`config.mk`:
```
export PLATFORM = sky130hd
export DESIGN_NAME = midi_to_fm_channel_mapper_unit
export DESIGN_NICKNAME = d
export VERILOG_FILES = /design/src/hw/rtl/fmmap_pkg.sv /design/src/hw/rtl/fmmap_state.sv /design/src/hw/rtl/fmmap_calc.sv /design/src/hw/rtl/fmmap_emit.sv /design/src/hw/rtl/midi_to_fm_channel_mapper_unit.sv
export SDC_FILE = /design/constraint.sdc
export NUM_CORES = 2
export LEC_CHECK = 0
export BUFFER_PORTS_ARGS = -buffer_cell sky130_fd_sc_hd__buf_2
export CAP_MARGIN = 20
export CELL_PAD_IN_SITES_DETAIL_PLACEMENT = 0
export CELL_PAD_IN_SITES_GLOBAL_PLACEMENT = 1
export CORE_MARGIN = 2
export CORE_UTILIZATION = 55
export CTS_CLUSTER_DIAMETER = 150
export CTS_CLUSTER_SIZE = 16
export DETAILED_ROUTE_END_ITERATION = 8
export PLACE_DENSITY_LB_ADDON = 0.12
export SYNTH_ARGS = -nofsm -noshare
export SYNTH_HDL_FRONTEND = slang
export SYNTH_HIERARCHICAL = 1
export SYNTH_SLANG_ARGS = --single-unit
export TNS_END_PERCENT = 30
```
`constraint.sdc`:
```
create_clock -name clk -period 8.1 [get_ports clk]
set_input_delay 0.81 -clock clk [delete_from_list [all_inputs] [get_ports clk]]
set_output_delay 0.81 -clock clk [all_outputs]
set_load 0.1 [all_outputs]
```
`src/hw/rtl/fmmap_pkg.sv`:
```
// fmmap_pkg: types, codes, constant tables and helper functions shared by
// the MIDI-to-FM channel mapper modules.
// No dependencies.
`default_nettype none

package fmmap_pkg;

	// channel count and derived index width
	localparam int NUM_CHANNELS = 6;
	localparam int CH_IDX_W = (NUM_CHANNELS > 1) ? $clog2(NUM_CHANNELS) : 1;
	localparam logic [3:0] CHAN_COUNT = 4'(NUM_CHANNELS);

	// percussion key table depth (one entry per MIDI note)
	localparam int KEY_DEPTH = 128;

	// command slots per event
	localparam int MAX_CMDS = 4;
	localparam int IDX_W = 2;
	localparam int CNT_W = 3;

	// note window and pitch arithmetic
	localparam logic [6:0] LOW_NOTE = 7'd11;
	localparam logic [6:0] HIGH_NOTE = 7'd106;
	localparam logic [7:0] STEPS = 8'd12;
	localparam logic [15:0] STEP_RECIP = 16'd171;   // 2^11 / 12, rounded up
	localparam logic [13:0] BEND_CENTER = 14'h2000;
	localparam logic [23:0] BEND_RECIP = 24'd1310;  // 2^16 / 50, rounded down
	localparam logic [13:0] BEND_DIV = 14'd50;
	localparam logic [13:0] LEVEL_MAX = 14'h7F;
	localparam logic [6:0] PAN_RIGHT_MIN = 7'd96;
	localparam logic [6:0] PAN_CENTER_MIN = 7'd31;

	localparam logic [10:0] FNUM_TABLE [12] = '{
		11'd617, 11'd653, 11'd692, 11'd733, 11'd777, 11'd823,
		11'd872, 11'd924, 11'd979, 11'd1037, 11'd1099, 11'd1164
	};

	typedef enum logic [2:0] {
		OP_NOTE_ON       = 3'd0,
		OP_NOTE_OFF      = 3'd1,
		OP_VOLUME        = 3'd2,
		OP_BEND          = 3'd3,
		OP_PROGRAM       = 3'd4,
		OP_PERCUSSIVE    = 3'd5,
		OP_PAN           = 3'd6,
		OP_LOAD_PERC_KEY = 3'd7
	} op_t;

	typedef enum logic [2:0] {
		CMD_VOLUME           = 3'd0,
		CMD_PITCH            = 3'd1,
		CMD_KEY_ON           = 3'd2,
		CMD_KEY_OFF          = 3'd3,
		CMD_STEREO           = 3'd4,
		CMD_LOAD_PRESET      = 3'd5,
		CMD_LOAD_PERC_PRESET = 3'd6
	} cmd_t;

	typedef enum logic [1:0] {
		ST_LEFT   = 2'd0,
		ST_CENTER = 2'd1,
		ST_RIGHT  = 2'd2
	} stereo_t;

	// one MIDI event item
	typedef struct packed {
		logic [2:0]  op;
		logic [2:0]  chan;
		logic [6:0]  note;
		logic [6:0]  velocity;
		logic [6:0]  volume;
		logic [13:0] bend;
		logic [6:0]  program_req;
		logic        enabled;
		logic [6:0]  pan;
		logic [6:0]  perc_key;
	} midi_item_t;

	// one FM command item
	typedef struct packed {
		logic [2:0]  cmd;
		logic [2:0]  out_chan;
		logic [6:0]  level;
		logic [3:0]  octave;
		logic [10:0] fnum;
		logic [1:0]  stereo;
		logic [6:0]  preset_index;
		logic        is_last;
	} fm_item_t;

	// per-channel state word
	typedef struct packed {
		logic [6:0] pitch;
		logic [6:0] volume;
		logic [6:0] velocity;
		logic [6:0] pan;
		logic       perc;
	} chan_entry_t;

	localparam chan_entry_t CHAN_RESET = '{
		pitch: 7'd0, volume: 7'h7F, velocity: 7'h7F, pan: 7'd0, perc: 1'b0
	};

	// stage 1 to stage 2 hand-over
	typedef struct packed {
		logic [2:0]  op;
		logic [2:0]  chan;
		logic        ok;
		logic        perc;
		logic [6:0]  note;
		logic [6:0]  pitch;
		logic [6:0]  program_req;
		logic [6:0]  pan;
		logic [13:0] level_prod;
		logic        bend_neg;
		logic [13:0] bend_mag;
		logic [23:0] bend_prod;
	} s1_t;

	// commands produced by one event
	typedef struct packed {
		fm_item_t [MAX_CMDS-1:0] slots;
		logic [CNT_W-1:0]        count;
	} bundle_t;

	typedef struct packed {
		logic [3:0]  octave;
		logic [10:0] base;
	} key_info_t;

	// octave and base F-number of a key; (key-11) is taken on 8 bits
	function automatic key_info_t key_split(input logic [6:0] key);
		logic [7:0]  d;
		logic [15:0] p;
		logic [4:0]  q;
		logic [7:0]  r;
		key_info_t   ki;
		d = {1'b0, key} - {1'b0, LOW_NOTE};
		p = {8'd0, d} * STEP_RECIP;
		q = p[15:11];
		r = d - ({3'd0, q} * STEPS);
		ki.base = FNUM_TABLE[r[3:0]];
		ki.octave = (key < LOW_NOTE) ? 4'd0 : q[3:0];
		return ki;
	endfunction

endpackage

`default_nettype wire

```
`src/hw/rtl/fmmap_state.sv`:
```
// fmmap_state: stage 1 of the mapper. Holds the channel state memory and the
// percussion key memory, and does the read-modify-write of channel state.
// Depends on fmmap_pkg.
`default_nettype none

module fmmap_state (
	input  wire logic               clk,
	input  wire logic               arst_n,
	input  wire logic               midi_valid,
	output logic                    midi_ready,
	input  wire fmmap_pkg::midi_item_t midi,
	input  wire logic               s2_ready,
	output logic                    s1_valid,
	output fmmap_pkg::s1_t          s1
);

	// memories
	fmmap_pkg::chan_entry_t chan_mem_q [fmmap_pkg::NUM_CHANNELS];
	logic [fmmap_pkg::NUM_CHANNELS-1:0] chan_vld_q;
	logic [6:0] key_mem_q [fmmap_pkg::KEY_DEPTH];

	// stage 1 registers
	logic                   s1_valid_q;
	fmmap_pkg::midi_item_t  item_s1;
	fmmap_pkg::chan_entry_t ent_rd_q;
	logic [6:0]             key_rd_q;

	logic accept;
	logic s1_go;
	logic chan_ok;
	logic note_ok;
	logic rd_ok;
	logic [fmmap_pkg::CH_IDX_W-1:0] rd_idx;
	logic [fmmap_pkg::CH_IDX_W-1:0] wr_idx;
	logic [6:0] key;
	fmmap_pkg::chan_entry_t wr_ent;
	logic wr_en;
	logic key_wr;
	logic [13:0] bend_mag;
	logic bend_neg;

	// handshake
	assign s1_go = s1_valid_q & s2_ready;
	assign midi_ready = ~s1_valid_q | s2_ready;
	assign accept = midi_valid & midi_ready;
	assign s1_valid = s1_valid_q;

	always_ff @(posedge clk or negedge arst_n) begin
		if (!arst_n) begin
			s1_valid_q <= 1'b0;
		end else if (midi_ready) begin
			s1_valid_q <= midi_valid;
		end
	end

	// decode of the item in stage 1
	assign chan_ok = ({1'b0, item_s1.chan} < fmmap_pkg::CHAN_COUNT);
	assign note_ok = (item_s1.note >= fmmap_pkg::LOW_NOTE) &&
		(item_s1.note <= fmmap_pkg::HIGH_NOTE);
	assign key = ent_rd_q.perc ? key_rd_q : item_s1.note;
	assign wr_idx = item_s1.chan[fmmap_pkg::CH_IDX_W-1:0];
	assign rd_idx = midi.chan[fmmap_pkg::CH_IDX_W-1:0];
	assign rd_ok = ({1'b0, midi.chan} < fmmap_pkg::CHAN_COUNT);

	// modify the channel word
	always_comb begin
		wr_ent = ent_rd_q;
		case (item_s1.op)
			fmmap_pkg::OP_NOTE_ON: begin
				if (note_ok) begin
					wr_ent.velocity = item_s1.velocity;
					wr_ent.pitch = key;
				end
			end
			fmmap_pkg::OP_VOLUME: wr_ent.volume = item_s1.volume;
			fmmap_pkg::OP_PERCUSSIVE: wr_ent.perc = item_s1.enabled;
			fmmap_pkg::OP_PAN: wr_ent.pan = item_s1.pan;
			default: wr_ent = ent_rd_q;
		endcase
	end

	assign wr_en = s1_go & chan_ok & (item_s1.op != fmmap_pkg::OP_LOAD_PERC_KEY);
	assign key_wr = s1_go & (item_s1.op == fmmap_pkg::OP_LOAD_PERC_KEY);

	// read port: registered, with forwarding of the write in the same cycle
	always_ff @(posedge clk) begin
		if (accept) begin
			item_s1 <= midi;
			if (key_wr && (item_s1.note == midi.note)) begin
				key_rd_q <= item_s1.perc_key;
			end else begin
				key_rd_q <= key_mem_q[midi.note];
			end
			if (wr_en && (wr_idx == rd_idx)) begin
				ent_rd_q <= wr_ent;
			end else if (rd_ok && chan_vld_q[rd_idx]) begin
				ent_rd_q <= chan_mem_q[rd_idx];
			end else begin
				ent_rd_q <= fmmap_pkg::CHAN_RESET;
			end
		end
	end

	// write ports
	always_ff @(posedge clk) begin
		if (wr_en) begin
			chan_mem_q[wr_idx] <= wr_ent;
		end
		if (key_wr) begin
			key_mem_q[item_s1.note] <= item_s1.perc_key;
		end
	end

	// channel word valid bits; an unwritten channel reads as its reset value
	always_ff @(posedge clk or negedge arst_n) begin
		if (!arst_n) begin
			chan_vld_q <= '0;
		end else if (wr_en) begin
			chan_vld_q[wr_idx] <= 1'b1;
		end
	end

	// bend magnitude around center
	assign bend_neg = (item_s1.bend < fmmap_pkg::BEND_CENTER);
	assign bend_mag = bend_neg ? (fmmap_pkg::BEND_CENTER - item_s1.bend) :
		(item_s1.bend - fmmap_pkg::BEND_CENTER);

	// hand-over to stage 2
	always_comb begin
		s1.op = item_s1.op;
		s1.chan = item_s1.chan;
		s1.ok = chan_ok & ((item_s1.op != fmmap_pkg::OP_NOTE_ON) | note_ok);
		s1.perc = ent_rd_q.perc;
		s1.note = item_s1.note;
		s1.pitch = wr_ent.pitch;
		s1.program_req = item_s1.program_req;
		s1.pan = wr_ent.pan;
		s1.level_prod = {7'd0, wr_ent.volume} * {7'd0, wr_ent.velocity};
		s1.bend_neg = bend_neg;
		s1.bend_mag = bend_mag;
		s1.bend_prod = {10'd0, bend_mag} * fmmap_pkg::BEND_RECIP;
	end

	// a stalled stage 1 item and its read data hold
	a_s1_hold: assert property (@(posedge clk) disable iff (!arst_n)
		(s1_valid_q && !s2_ready) |=> ($stable(item_s1) && $stable(ent_rd_q)))
		else $error("stage 1 item changed while stalled");

	// no write to channel state without a live stage 1 item
	a_wr_live: assert property (@(posedge clk) disable iff (!arst_n)
		(wr_en || key_wr) |-> s1_valid_q)
		else $error("state write without a stage 1 item");

endmodule

`default_nettype wire

```
`src/hw/rtl/fmmap_calc.sv`:
```
// fmmap_calc: stage 2 of the mapper. Finishes level, octave, F-number and
// stereo, and builds the list of commands of one event.
// Depends on fmmap_pkg.
`default_nettype none

module fmmap_calc (
	input  wire logic             clk,
	input  wire logic             arst_n,
	input  wire logic             s1_valid,
	input  wire fmmap_pkg::s1_t   s1,
	output logic                  s2_ready,
	input  wire logic             free,
	output logic                  bundle_valid,
	output fmmap_pkg::bundle_t    bundle
);

	logic           s2_valid_q;
	fmmap_pkg::s1_t s2_q;
	logic           s2_go;

	// level = volume * velocity / 127
	logic [20:0] lvl_t;
	logic [6:0]  lvl_q0;
	logic [13:0] lvl_qm;
	logic [13:0] lvl_r;
	logic [6:0]  level;

	// bend quotient and F-number
	logic [7:0]  bq0;
	logic [13:0] b50;
	logic [13:0] br;
	logic [7:0]  bq;
	logic [11:0] fsum;
	fmmap_pkg::key_info_t ki;
	logic [1:0]  stereo;

	always_ff @(posedge clk or negedge arst_n) begin
		if (!arst_n) begin
			s2_valid_q <= 1'b0;
		end else if (s2_ready) begin
			s2_valid_q <= s1_valid;
		end
	end

	always_ff @(posedge clk) begin
		if (s2_ready && s1_valid) begin
			s2_q <= s1;
		end
	end

	// reciprocal multiply by 129/2^14, one correction step
	always_comb begin
		lvl_t = {s2_q.level_prod, 7'd0} + {7'd0, s2_q.level_prod};
		lvl_q0 = lvl_t[20:14];
		lvl_qm = {lvl_q0, 7'd0} - {7'd0, lvl_q0};
		lvl_r = s2_q.level_prod - lvl_qm;
		level = (lvl_r >= fmmap_pkg::LEVEL_MAX) ? (lvl_q0 + 7'd1) : lvl_q0;
	end

	// bend magnitude / 50, one correction step, then signed add to base
	always_comb begin
		ki = fmmap_pkg::key_split(s2_q.pitch);
		bq0 = s2_q.bend_prod[23:16];
		b50 = ({6'd0, bq0} << 5) + ({6'd0, bq0} << 4) + ({6'd0, bq0} << 1);
		br = s2_q.bend_mag - b50;
		bq = (br >= fmmap_pkg::BEND_DIV) ? (bq0 + 8'd1) : bq0;
		fsum = s2_q.bend_neg ? ({1'b0, ki.base} - {4'd0, bq}) :
			({1'b0, ki.base} + {4'd0, bq});
	end

	// pan to stereo
	always_comb begin
		if (s2_q.pan > fmmap_pkg::PAN_RIGHT_MIN) begin
			stereo = fmmap_pkg::ST_RIGHT;
		end else if (s2_q.pan > fmmap_pkg::PAN_CENTER_MIN) begin
			stereo = fmmap_pkg::ST_CENTER;
		end else begin
			stereo = fmmap_pkg::ST_LEFT;
		end
	end

	// command list
	always_comb begin
		fmmap_pkg::fm_item_t nil;
		fmmap_pkg::fm_item_t c_vol;
		fmmap_pkg::fm_item_t c_pitch;
		fmmap_pkg::fm_item_t c_keyon;
		fmmap_pkg::fm_item_t c_keyoff;
		fmmap_pkg::fm_item_t c_bend;
		fmmap_pkg::fm_item_t c_stereo;
		fmmap_pkg::fm_item_t c_preset;
		fmmap_pkg::fm_item_t c_perc;
		nil = '0;
		nil.out_chan = s2_q.chan;
		c_vol = nil;
		c_vol.cmd = fmmap_pkg::CMD_VOLUME;
		c_vol.level = level;
		c_pitch = nil;
		c_pitch.cmd = fmmap_pkg::CMD_PITCH;
		c_pitch.octave = ki.octave;
		c_pitch.fnum = ki.base;
		c_bend = c_pitch;
		c_bend.fnum = fsum[10:0];
		c_keyon = nil;
		c_keyon.cmd = fmmap_pkg::CMD_KEY_ON;
		c_keyoff = nil;
		c_keyoff.cmd = fmmap_pkg::CMD_KEY_OFF;
		c_stereo = nil;
		c_stereo.cmd = fmmap_pkg::CMD_STEREO;
		c_stereo.stereo = stereo;
		c_preset = nil;
		c_preset.cmd = fmmap_pkg::CMD_LOAD_PRESET;
		c_preset.preset_index = s2_q.program_req;
		c_perc = nil;
		c_perc.cmd = fmmap_pkg::CMD_LOAD_PERC_PRESET;
		c_perc.preset_index = s2_q.note;

		bundle.slots = '0;
		bundle.count = '0;
		if (s2_q.ok) begin
			case (s2_q.op)
				fmmap_pkg::OP_NOTE_ON: begin
					if (s2_q.perc) begin
						bundle.slots[0] = c_perc;
						bundle.slots[1] = c_vol;
						bundle.slots[2] = c_pitch;
						bundle.slots[3] = c_keyon;
						bundle.count = 3'd4;
					end else begin
						bundle.slots[0] = c_vol;
						bundle.slots[1] = c_pitch;
						bundle.slots[2] = c_keyon;
						bundle.count = 3'd3;
					end
				end
				fmmap_pkg::OP_NOTE_OFF: begin
					bundle.slots[0] = c_keyoff;
					bundle.count = 3'd1;
				end
				fmmap_pkg::OP_VOLUME: begin
					bundle.slots[0] = c_vol;
					bundle.count = 3'd1;
				end
				fmmap_pkg::OP_BEND: begin
					bundle.slots[0] = c_bend;
					bundle.count = 3'd1;
				end
				fmmap_pkg::OP_PROGRAM: begin
					bundle.slots[0] = c_preset;
					bundle.slots[1] = c_stereo;
					bundle.count = 3'd2;
				end
				fmmap_pkg::OP_PAN: begin
					bundle.slots[0] = c_stereo;
					bundle.count = 3'd1;
				end
				default: bundle.count = 3'd0;
			endcase
		end
	end

	// an event with no commands leaves without waiting for the output
	assign bundle_valid = s2_valid_q & (bundle.count != '0);
	assign s2_go = s2_valid_q & ((bundle.count == '0) | free);
	assign s2_ready = ~s2_valid_q | s2_go;

	// a list is handed over only when the output side can take it
	a_go_free: assert property (@(posedge clk) disable iff (!arst_n)
		(s2_go && bundle.count != '0) |-> free)
		else $error("command list left stage 2 while output busy");

endmodule

`default_nettype wire

```
`src/hw/rtl/fmmap_emit.sv`:
```
// fmmap_emit: output register of the mapper. Holds the commands of one event
// and sends them one per cycle while fm_ready is high, marking the last one.
// Depends on fmmap_pkg.
`default_nettype none

module fmmap_emit (
	input  wire logic                clk,
	input  wire logic                arst_n,
	input  wire logic                bundle_valid,
	input  wire fmmap_pkg::bundle_t  bundle,
	output logic                     free,
	output logic                     fm_valid,
	input  wire logic                fm_ready,
	output fmmap_pkg::fm_item_t      fm
);

	fmmap_pkg::fm_item_t [fmmap_pkg::MAX_CMDS-1:0] slots_q;
	logic [fmmap_pkg::IDX_W-1:0] idx_q;
	logic [fmmap_pkg::CNT_W-1:0] cnt_q;
	logic pop;
	logic load;

	assign fm_valid = (cnt_q != '0);
	assign pop = fm_valid & fm_ready;
	assign free = (cnt_q == '0) | (pop & (cnt_q == 3'd1));
	assign load = bundle_valid & free;

	// count of commands still to send, and read position
	always_ff @(posedge clk or negedge arst_n) begin
		if (!arst_n) begin
			cnt_q <= '0;
			idx_q <= '0;
		end else if (load) begin
			cnt_q <= bundle.count;
			idx_q <= '0;
		end else if (pop) begin
			cnt_q <= cnt_q - 3'd1;
			idx_q <= idx_q + 2'd1;
		end
	end

	always_ff @(posedge clk) begin
		if (load) begin
			slots_q <= bundle.slots;
		end
	end

	// current command, last flag from the count
	always_comb begin
		fm = slots_q[idx_q];
		fm.is_last = (cnt_q == 3'd1);
	end

	a_cnt_max: assert property (@(posedge clk) disable iff (!arst_n)
		cnt_q <= 3'(fmmap_pkg::MAX_CMDS))
		else $error("output count beyond list size");

	a_drain: assert property (@(posedge clk) disable iff (!arst_n)
		(pop && cnt_q == 3'd1 && !load) |=> !fm_valid)
		else $error("output valid after last command taken");

endmodule

`default_nettype wire

```
`src/hw/rtl/midi_to_fm_channel_mapper_unit.sv`:
```
// midi_to_fm_channel_mapper_unit: top level of the MIDI-to-FM channel mapper.
// Instantiates fmmap_state, fmmap_calc and fmmap_emit; depends on fmmap_pkg.
//
// Usage:
//   midi (midi_valid/midi_ready) takes one MIDI event item per handshake.
//   fm (fm_valid/fm_ready) gives the FM command items of each event in order,
//   zero to four per event, with is_last set on the final one.
//   Path: an accepted event is registered in stage 1 (state read), then in
//   stage 2 (arithmetic), and its first command is valid once the output
//   register loads.
//   Throughput: one event per cycle while fm_ready is high and each event
//   yields at most one command; the single output register sends one command
//   per cycle while fm_ready is high, so a note-on (three or four commands)
//   or a program change (two) holds it until all are taken. It reloads in the
//   cycle its last command is taken, so commands leave back to back.
//   Reset: channel state returns to pitch 0, volume 127, velocity 127, pan 0,
//   not percussive, through per-channel valid bits (no clearing pass). The
//   percussion key table is not cleared and must be loaded before use.
//   Stall: when fm_ready is low the output holds its command and the pipeline
//   fills; midi_ready falls once all stages are occupied.
`default_nettype none

module midi_to_fm_channel_mapper_unit (
	input  wire logic                  clk,
	input  wire logic                  arst_n,
	input  wire logic                  midi_valid,
	output logic                       midi_ready,
	input  wire fmmap_pkg::midi_item_t midi,
	output logic                       fm_valid,
	input  wire logic                  fm_ready,
	output fmmap_pkg::fm_item_t        fm
);

	logic               s1_valid;
	fmmap_pkg::s1_t     s1;
	logic               s2_ready;
	logic               free;
	logic               bundle_valid;
	fmmap_pkg::bundle_t bundle;

	fmmap_state u_state (
		.clk        (clk),
		.arst_n     (arst_n),
		.midi_valid (midi_valid),
		.midi_ready (midi_ready),
		.midi       (midi),
		.s2_ready   (s2_ready),
		.s1_valid   (s1_valid),
		.s1         (s1)
	);

	fmmap_calc u_calc (
		.clk          (clk),
		.arst_n       (arst_n),
		.s1_valid     (s1_valid),
		.s1           (s1),
		.s2_ready     (s2_ready),
		.free         (free),
		.bundle_valid (bundle_valid),
		.bundle       (bundle)
	);

	fmmap_emit u_emit (
		.clk          (clk),
		.arst_n       (arst_n),
		.bundle_valid (bundle_valid),
		.bundle       (bundle),
		.free         (free),
		.fm_valid     (fm_valid),
		.fm_ready     (fm_ready),
		.fm           (fm)
	);

endmodule

`default_nettype wire

```
## Word level (Yosys, flattened, before mapping)

Memory sizes are Yosys's and may differ from the RTL's. A register that Yosys moved wholly into a read port is not among the register bits.
Index checks and enable logic that the tools add are counted.

- Flip-flop bits (word level): 345
- Bits in latches: 0
- RAM bits: 1070
- Bits in read-only memories: 176
- Bits of input ports: 67
- Memories: 3

- $add $sub $neg: 16
- Multipliers: 4
- Divide/modulo/power cells: 0
- $lt $le $gt $ge: 15
- Equal/unequal tests: 12
- Shifts and indexed selects: 0
- Muxes and demuxes: 39
- Bitwise logic cells: 20
- Reductions and logical operators: 16

Memory list:

| name | depth | bits a word | rd ports | clocked after memory_dff | write ports | RTL line | RTL |
|---|---|---|---|---|---|---|---|
| u_state.key_mem_q | 128 | 7 | 1 | 1 | 1 | fmmap_state.sv:20 | `logic [6:0] key_mem_q [fmmap_pkg::KEY_DEPTH];` |
| (name not given) | 16 | 11 | 1 | 0 | 0 | fmmap_pkg.sv:142 | `ki.base = FNUM_TABLE[r[3:0]];` |
| u_state.chan_mem_q | 6 | 29 | 1 | 0 | 1 | fmmap_state.sv:18 | `fmmap_pkg::chan_entry_t chan_mem_q [fmmap_pkg::NUM_CHANNELS];` |

Operators by type and width:

| operator | count |
|---|---|
| $pmux 38 s6 | 1 |
| $mux 116 | 1 |
| $bmux 38 s2 | 1 |
| $pmux 38 s2 | 1 |
| $mux 29 | 2 |
| $mux 7 | 8 |
| $mux 38 | 1 |
| $mux 37 | 1 |
| $mux 11 | 3 |
| $sub 14x14->14 | 2 |
| $mul 14x10->23 const B | 1 |
| $add 21x14->21 | 1 |
| $mul 8x8->16 const B | 1 |
| $eq 3x3->1 const B | 5 |
| $add 13x12->14 | 1 |
| $add 14x9->14 | 1 |
| $ge 14x6->1 const B | 1 |
| $ge 14x7->1 const B | 1 |
| $lt 14x14->1 const B | 1 |
| $mul 7x7->14 | 1 |
| $mux 14 | 1 |
| $sub 14x14->14 const A | 1 |
| $sub 14x14->14 const B | 1 |
| $sub 14x7->14 | 1 |
| other kinds (43) | 83 |

## Depth between registers and ports, before layout

- Depth after elaboration: 20
- Mapped depth: 34
- Mapped depth without buffers: 34

## Modules after synthesis

Netlist, hierarchy kept.

Modules (own cells, without submodules):

| module | times used | cells each | area an instance (µm²) | seq. area each (µm²) |
|---|---|---|---|---|
| fmmap_state | 1 | 2803 | 50707.4 | 35278.8 |
| fmmap_calc | 1 | 907 | 8107.8 | 2187.1 |
| fmmap_emit | 1 | 226 | 5637.9 | 4569.4 |

## Worst setup path before layout

No wires, ideal clock.

- Path kind: input to register
- Start point: in fm_ready
- End point: reg u_emit/cnt_q[0] (netlist bit)
- Library setup time: 0.101 ns
- Data arrival time: 7.391 ns
- Data required time: 7.999 ns
- Path slack: 0.609 ns
- Stages on the path: 4
- Cells stage by stage: a21oi_1 -> nor3b_2 -> a22oi_1 -> o21ai_0

- Cells in the longest elaborated chain, start to end: 5
- Elaborated cells between the ends (all ways): 6

Ends and longest elaborated chain:

| item | RTL line | RTL |
|---|---|---|
| start, declared | midi_to_fm_channel_mapper_unit.sv:30 | `input wire logic fm_ready,` |
| $and 1x1->1 * | fmmap_emit.sv:24 | `assign pop = fm_valid & fm_ready;` |
| $and 1x1->1 * | fmmap_emit.sv:25 | `assign free = (cnt_q == '0) \| (pop & (cnt_q == 3'd1));` |
| $or 1x1->1 * | fmmap_emit.sv:25 |  |
| $and 1x1->1 * | fmmap_emit.sv:26 | `assign load = bundle_valid & free;` |
| net u_emit.load | fmmap_emit.sv:21 | `logic load;` |
| $mux 3 / $reduce_bool 2->1 (equally long branches) | n/a |  |
| end signal, assigned | fmmap_emit.sv:34 | `cnt_q <= bundle.count;` |
| end signal, assigned | fmmap_emit.sv:37 | `cnt_q <= cnt_q - 3'd1;` |
| end, declared | fmmap_emit.sv:19 | `logic [fmmap_pkg::CNT_W-1:0] cnt_q;` |

The timed path passes the listed nets; every way through them passes the cells marked *.
A chain may end at the register's enable or synchronous reset.

## Worst setup path after layout

- Start point: reg u_calc/s2_q[68] (netlist bit)
- End point: reg u_emit/slots_q[20] (netlist bit) (data pin)

- Cells in the longest elaborated chain, start to end: 11
- Elaborated cells between the ends (all ways): 12

Ends and longest elaborated chain:

| item | RTL line | RTL |
|---|---|---|
| start, declared | fmmap_calc.sv:18 | `fmmap_pkg::s1_t s2_q;` |
| start signal, assigned | fmmap_calc.sv:47 | `s2_q <= s1;` |
| $sub 7x4->8 * | fmmap_pkg.sv:138 | `d = {1'b0, key} - {1'b0, LOW_NOTE};` |
| $mul 8x8->16 | fmmap_pkg.sv:139 | `p = {8'd0, d} * STEP_RECIP;` |
| $mul 5x2->2 | fmmap_pkg.sv:141 | `r = d - ({3'd0, q} * STEPS);` |
| $sub 4x4->4 * | fmmap_pkg.sv:141 |  |
| $not 4->5 (not written as such) * | fmmap_pkg.sv:142 |  |
| $mem_v2 16x11 * | n/a |  |
| $mux 11 (not written as such) * (2 in series) | fmmap_pkg.sv:142 |  |
| $add 11x8->11 / $sub 11x8->11 (equally long branches) | fmmap_calc.sv:68, fmmap_calc.sv:67 |  |
| $mux 11 * | fmmap_calc.sv:67 | `fsum = s2_q.bend_neg ? ({1'b0, ki.base} - {4'd0, bq}) :` |
| $pmux 38 s6 * | fmmap_calc.sv:121 | `case (s2_q.op)` |
| end signal, assigned | fmmap_emit.sv:44 | `slots_q <= bundle.slots;` |
| end, declared | fmmap_emit.sv:17 | `fmmap_pkg::fm_item_t [fmmap_pkg::MAX_CMDS-1:0] slots_q;` |

Every way passes the cells marked *; elsewhere a longest branch is shown, timed or not. The select of a mux whose other input is x is not followed.

==> impl_metrics.ini <==
[cells_and_area]
syn_to_final_growth_pct = 7.14
drive_above_1_share = 0.161
nets = 4384
fill_cells = 8815

[worst_hold_path]
hp-start = midi[1]
holdPathEnd = u_state/item_s1[1]$_DFFE_PP_
hold_path_class = input pin to flip-flop
whs_path_depth = 1

[setup_path]
crit_slowest_cell = fa_1
worstPathArrival_ps = 8010
cp_max_fo = 8
required_ps = 8550
critPathMaxStageDelay_ps = 550
regToRegSetupSlack_ps = 540
endpoint_kind = flip-flop
r2r_cells = 34
r2r_start = u_calc/s2_q[68]$_DFFE_PP_
worstSetupPathType = flip-flop to flip-flop
critPathMostFrequentCell = ha_1
cp-start-kind = flip-flop
reg2reg_to = u_emit/slots_q[20]$_DFFE_PP_

[placement]
dp_hpwl_um = 88100
pre_cts_ws_ps = 252
gp_congestion = 0.814
io_buffers = 106

[sta]
fin_setup_tns_ps = 0
hold_viol = 0
fin_worst_skew_ps = 27.9
slew_viol_final = 0
fin_crit_sh = 0.933
setup_violations = 0
worstMarginPinSlew_ps = 1110
setup_slack_ps = 544
max_freq_ghz = 0.132
rsz0062_at_grt = false
period_minus_slack_ps = 7560
maxSlewHeadroom = 0.257

[cts]
numCtsBuffers = 97
numClockSinks = 1402
cts_tree = built
cts_max_level = 3
ctsRootBufferMaster = clkbuf_16
clock_latency_ps = 720
path_clk_slew_ps = 80
clk_path_buf_depth = 3

[logic_synthesis]
synth_area_um2 = 64200
syn_avg_cell_area_um2 = 16.5
yosysWarnings = 6
syn-instance-count = 3902

[floorplan]
core-area_um2 = 116000
die_h_um = 346
initial_core_util = 0.553
rows = 125
dieArea_um2 = 120000
ios = 107
fp.dieW_um = 346

[detailed_routing]
drt-total-wl_um = 138000
wl_per_cell_um = 24.9
drtAntennaViolNets = 0
drt_iter0_drc = 3079
drc = 0
firstDrtPassIters = 5
viasPerCell = 5.98
dr_total_vias = 33171

[grt]
gr-total-overflow = 0
grt_usage = 0.233
grt_antenna_before_repair = 3
grt_max_degree = 102
first_global_vias = 33286
grt_pass1_wl_um = 210000

[run]
max_cap_violations = 0

[run_status]
status = finished, final reports clean
worst max-delay path: cells and delay by family (launching register included):
kind	cells	cell delay, ps
AO/OA/AOI/OAI	10	1890
adder cells (fa/ha/maj)	7	2280
buffers and inverters	3	170
AND/OR/NAND/NOR	7	1080
multiplexers	1	360
flip-flops	1	500
XOR/XNOR	6	1020
registers in the layout (all words and copies together), names as in the netlist, 7 cells and up:
signal              cells
u_calc/s2_q            64
u_state/key_mem_q     896
u_state/s1             18
u_state/key_rd_q        7
u_state/chan_mem_q    174
u_state/ent_rd_q       28
u_emit/slots_q        148
u_calc/bq0              8
u_state/item_s1        43
per-stage QoR:
step	std cells	utilization	hold slack, ps	instance area [um2]
2_1_floorplan	3959	-	434	64400
3_3_place_gp	5416	0.569	404	66000
3_5_place_dp	5418	0.569	405	66100
4_1_cts	5540	0.592	211	68700
5_1_grt	5544	0.593	225	68800
6_report	5546	0.593	267	68800
timing repair:
item,CTS,global route
gates resized for setup,0,6
setup endpoints to repair,0,3
hold buffers,1,0
setup buffers,0,3
hold endpoints to repair,13,0
worst max path at each step:
stage | cells after the start | end | startpoint | slack (ps)
global placement | 34 | u_emit/slots_q[20]$_DFFE_PP_ | u_calc/s2_q[67]$_DFFE_PP_ | 330
floorplan | 4 | u_emit/cnt_q[0]$_DFFE_PN0P_ | fm_ready | 610
global route | 34 | u_emit/slots_q[20]$_DFFE_PP_ | u_calc/s2_q[68]$_DFFE_PP_ | 20
detailed placement | 34 | u_emit/slots_q[20]$_DFFE_PP_ | u_calc/s2_q[67]$_DFFE_PP_ | 250
finish | 34 | u_emit/slots_q[20]$_DFFE_PP_ | u_calc/s2_q[68]$_DFFE_PP_ | 540
CTS | 34 | u_emit/slots_q[20]$_DFFE_PP_ | u_calc/s2_q[67]$_DFFE_PP_ | 200
layout make-up:
type	count	area [um2]	share of cell area
inverter	269	1010	0.0147
timing repair buffer	185	1220	0.0177
antenna	2	5.00	0.0000727
tap	1524	1910	0.0277
sequential	1402	42000	0.611
clock buffer	114	2490	0.0362
clock inverter	7	138	0.00200
multi-input combinational	2043	20000	0.291
layout by cell type (no fill, tap or decap), drive strengths merged, types with 9 or more instances in the layout:
cell type     n
nor2b        25
xnor2        57
buf         183
a21oi       109
clkbuf      115
o22ai        16
nor3         48
a211oi       12
or2          16
nand2b       25
a31oi        18
a2111oi      12
a22o         12
fa           86
dfrtp        13
nor2        329
o2111ai      15
nand2       149
o221ai       16
inv         272
mux4        283
o21ai        54
nand4        13
a21boi        9
nor4         10
and3         10
mux2i       149
mux2         24
xor2         37
o21a         10
edfxtp     1389
a22oi        25
a211o         9
and2         12
nand3        34
conb         58
ha          233
a21o         36
metal layers:
layer,track usage,wire length (um),vias to the layer above
li1,-,-,14966
met1,0.338,59500,16981
met2,0.378,66700,1034
met3,0.0334,8680,190
met4,0.0556,3260,0
met5,0,0,-
Power is left out: the tool's default activity adds up to more than one toggle a clock period on the data nets, which glitch-free logic cannot reach.
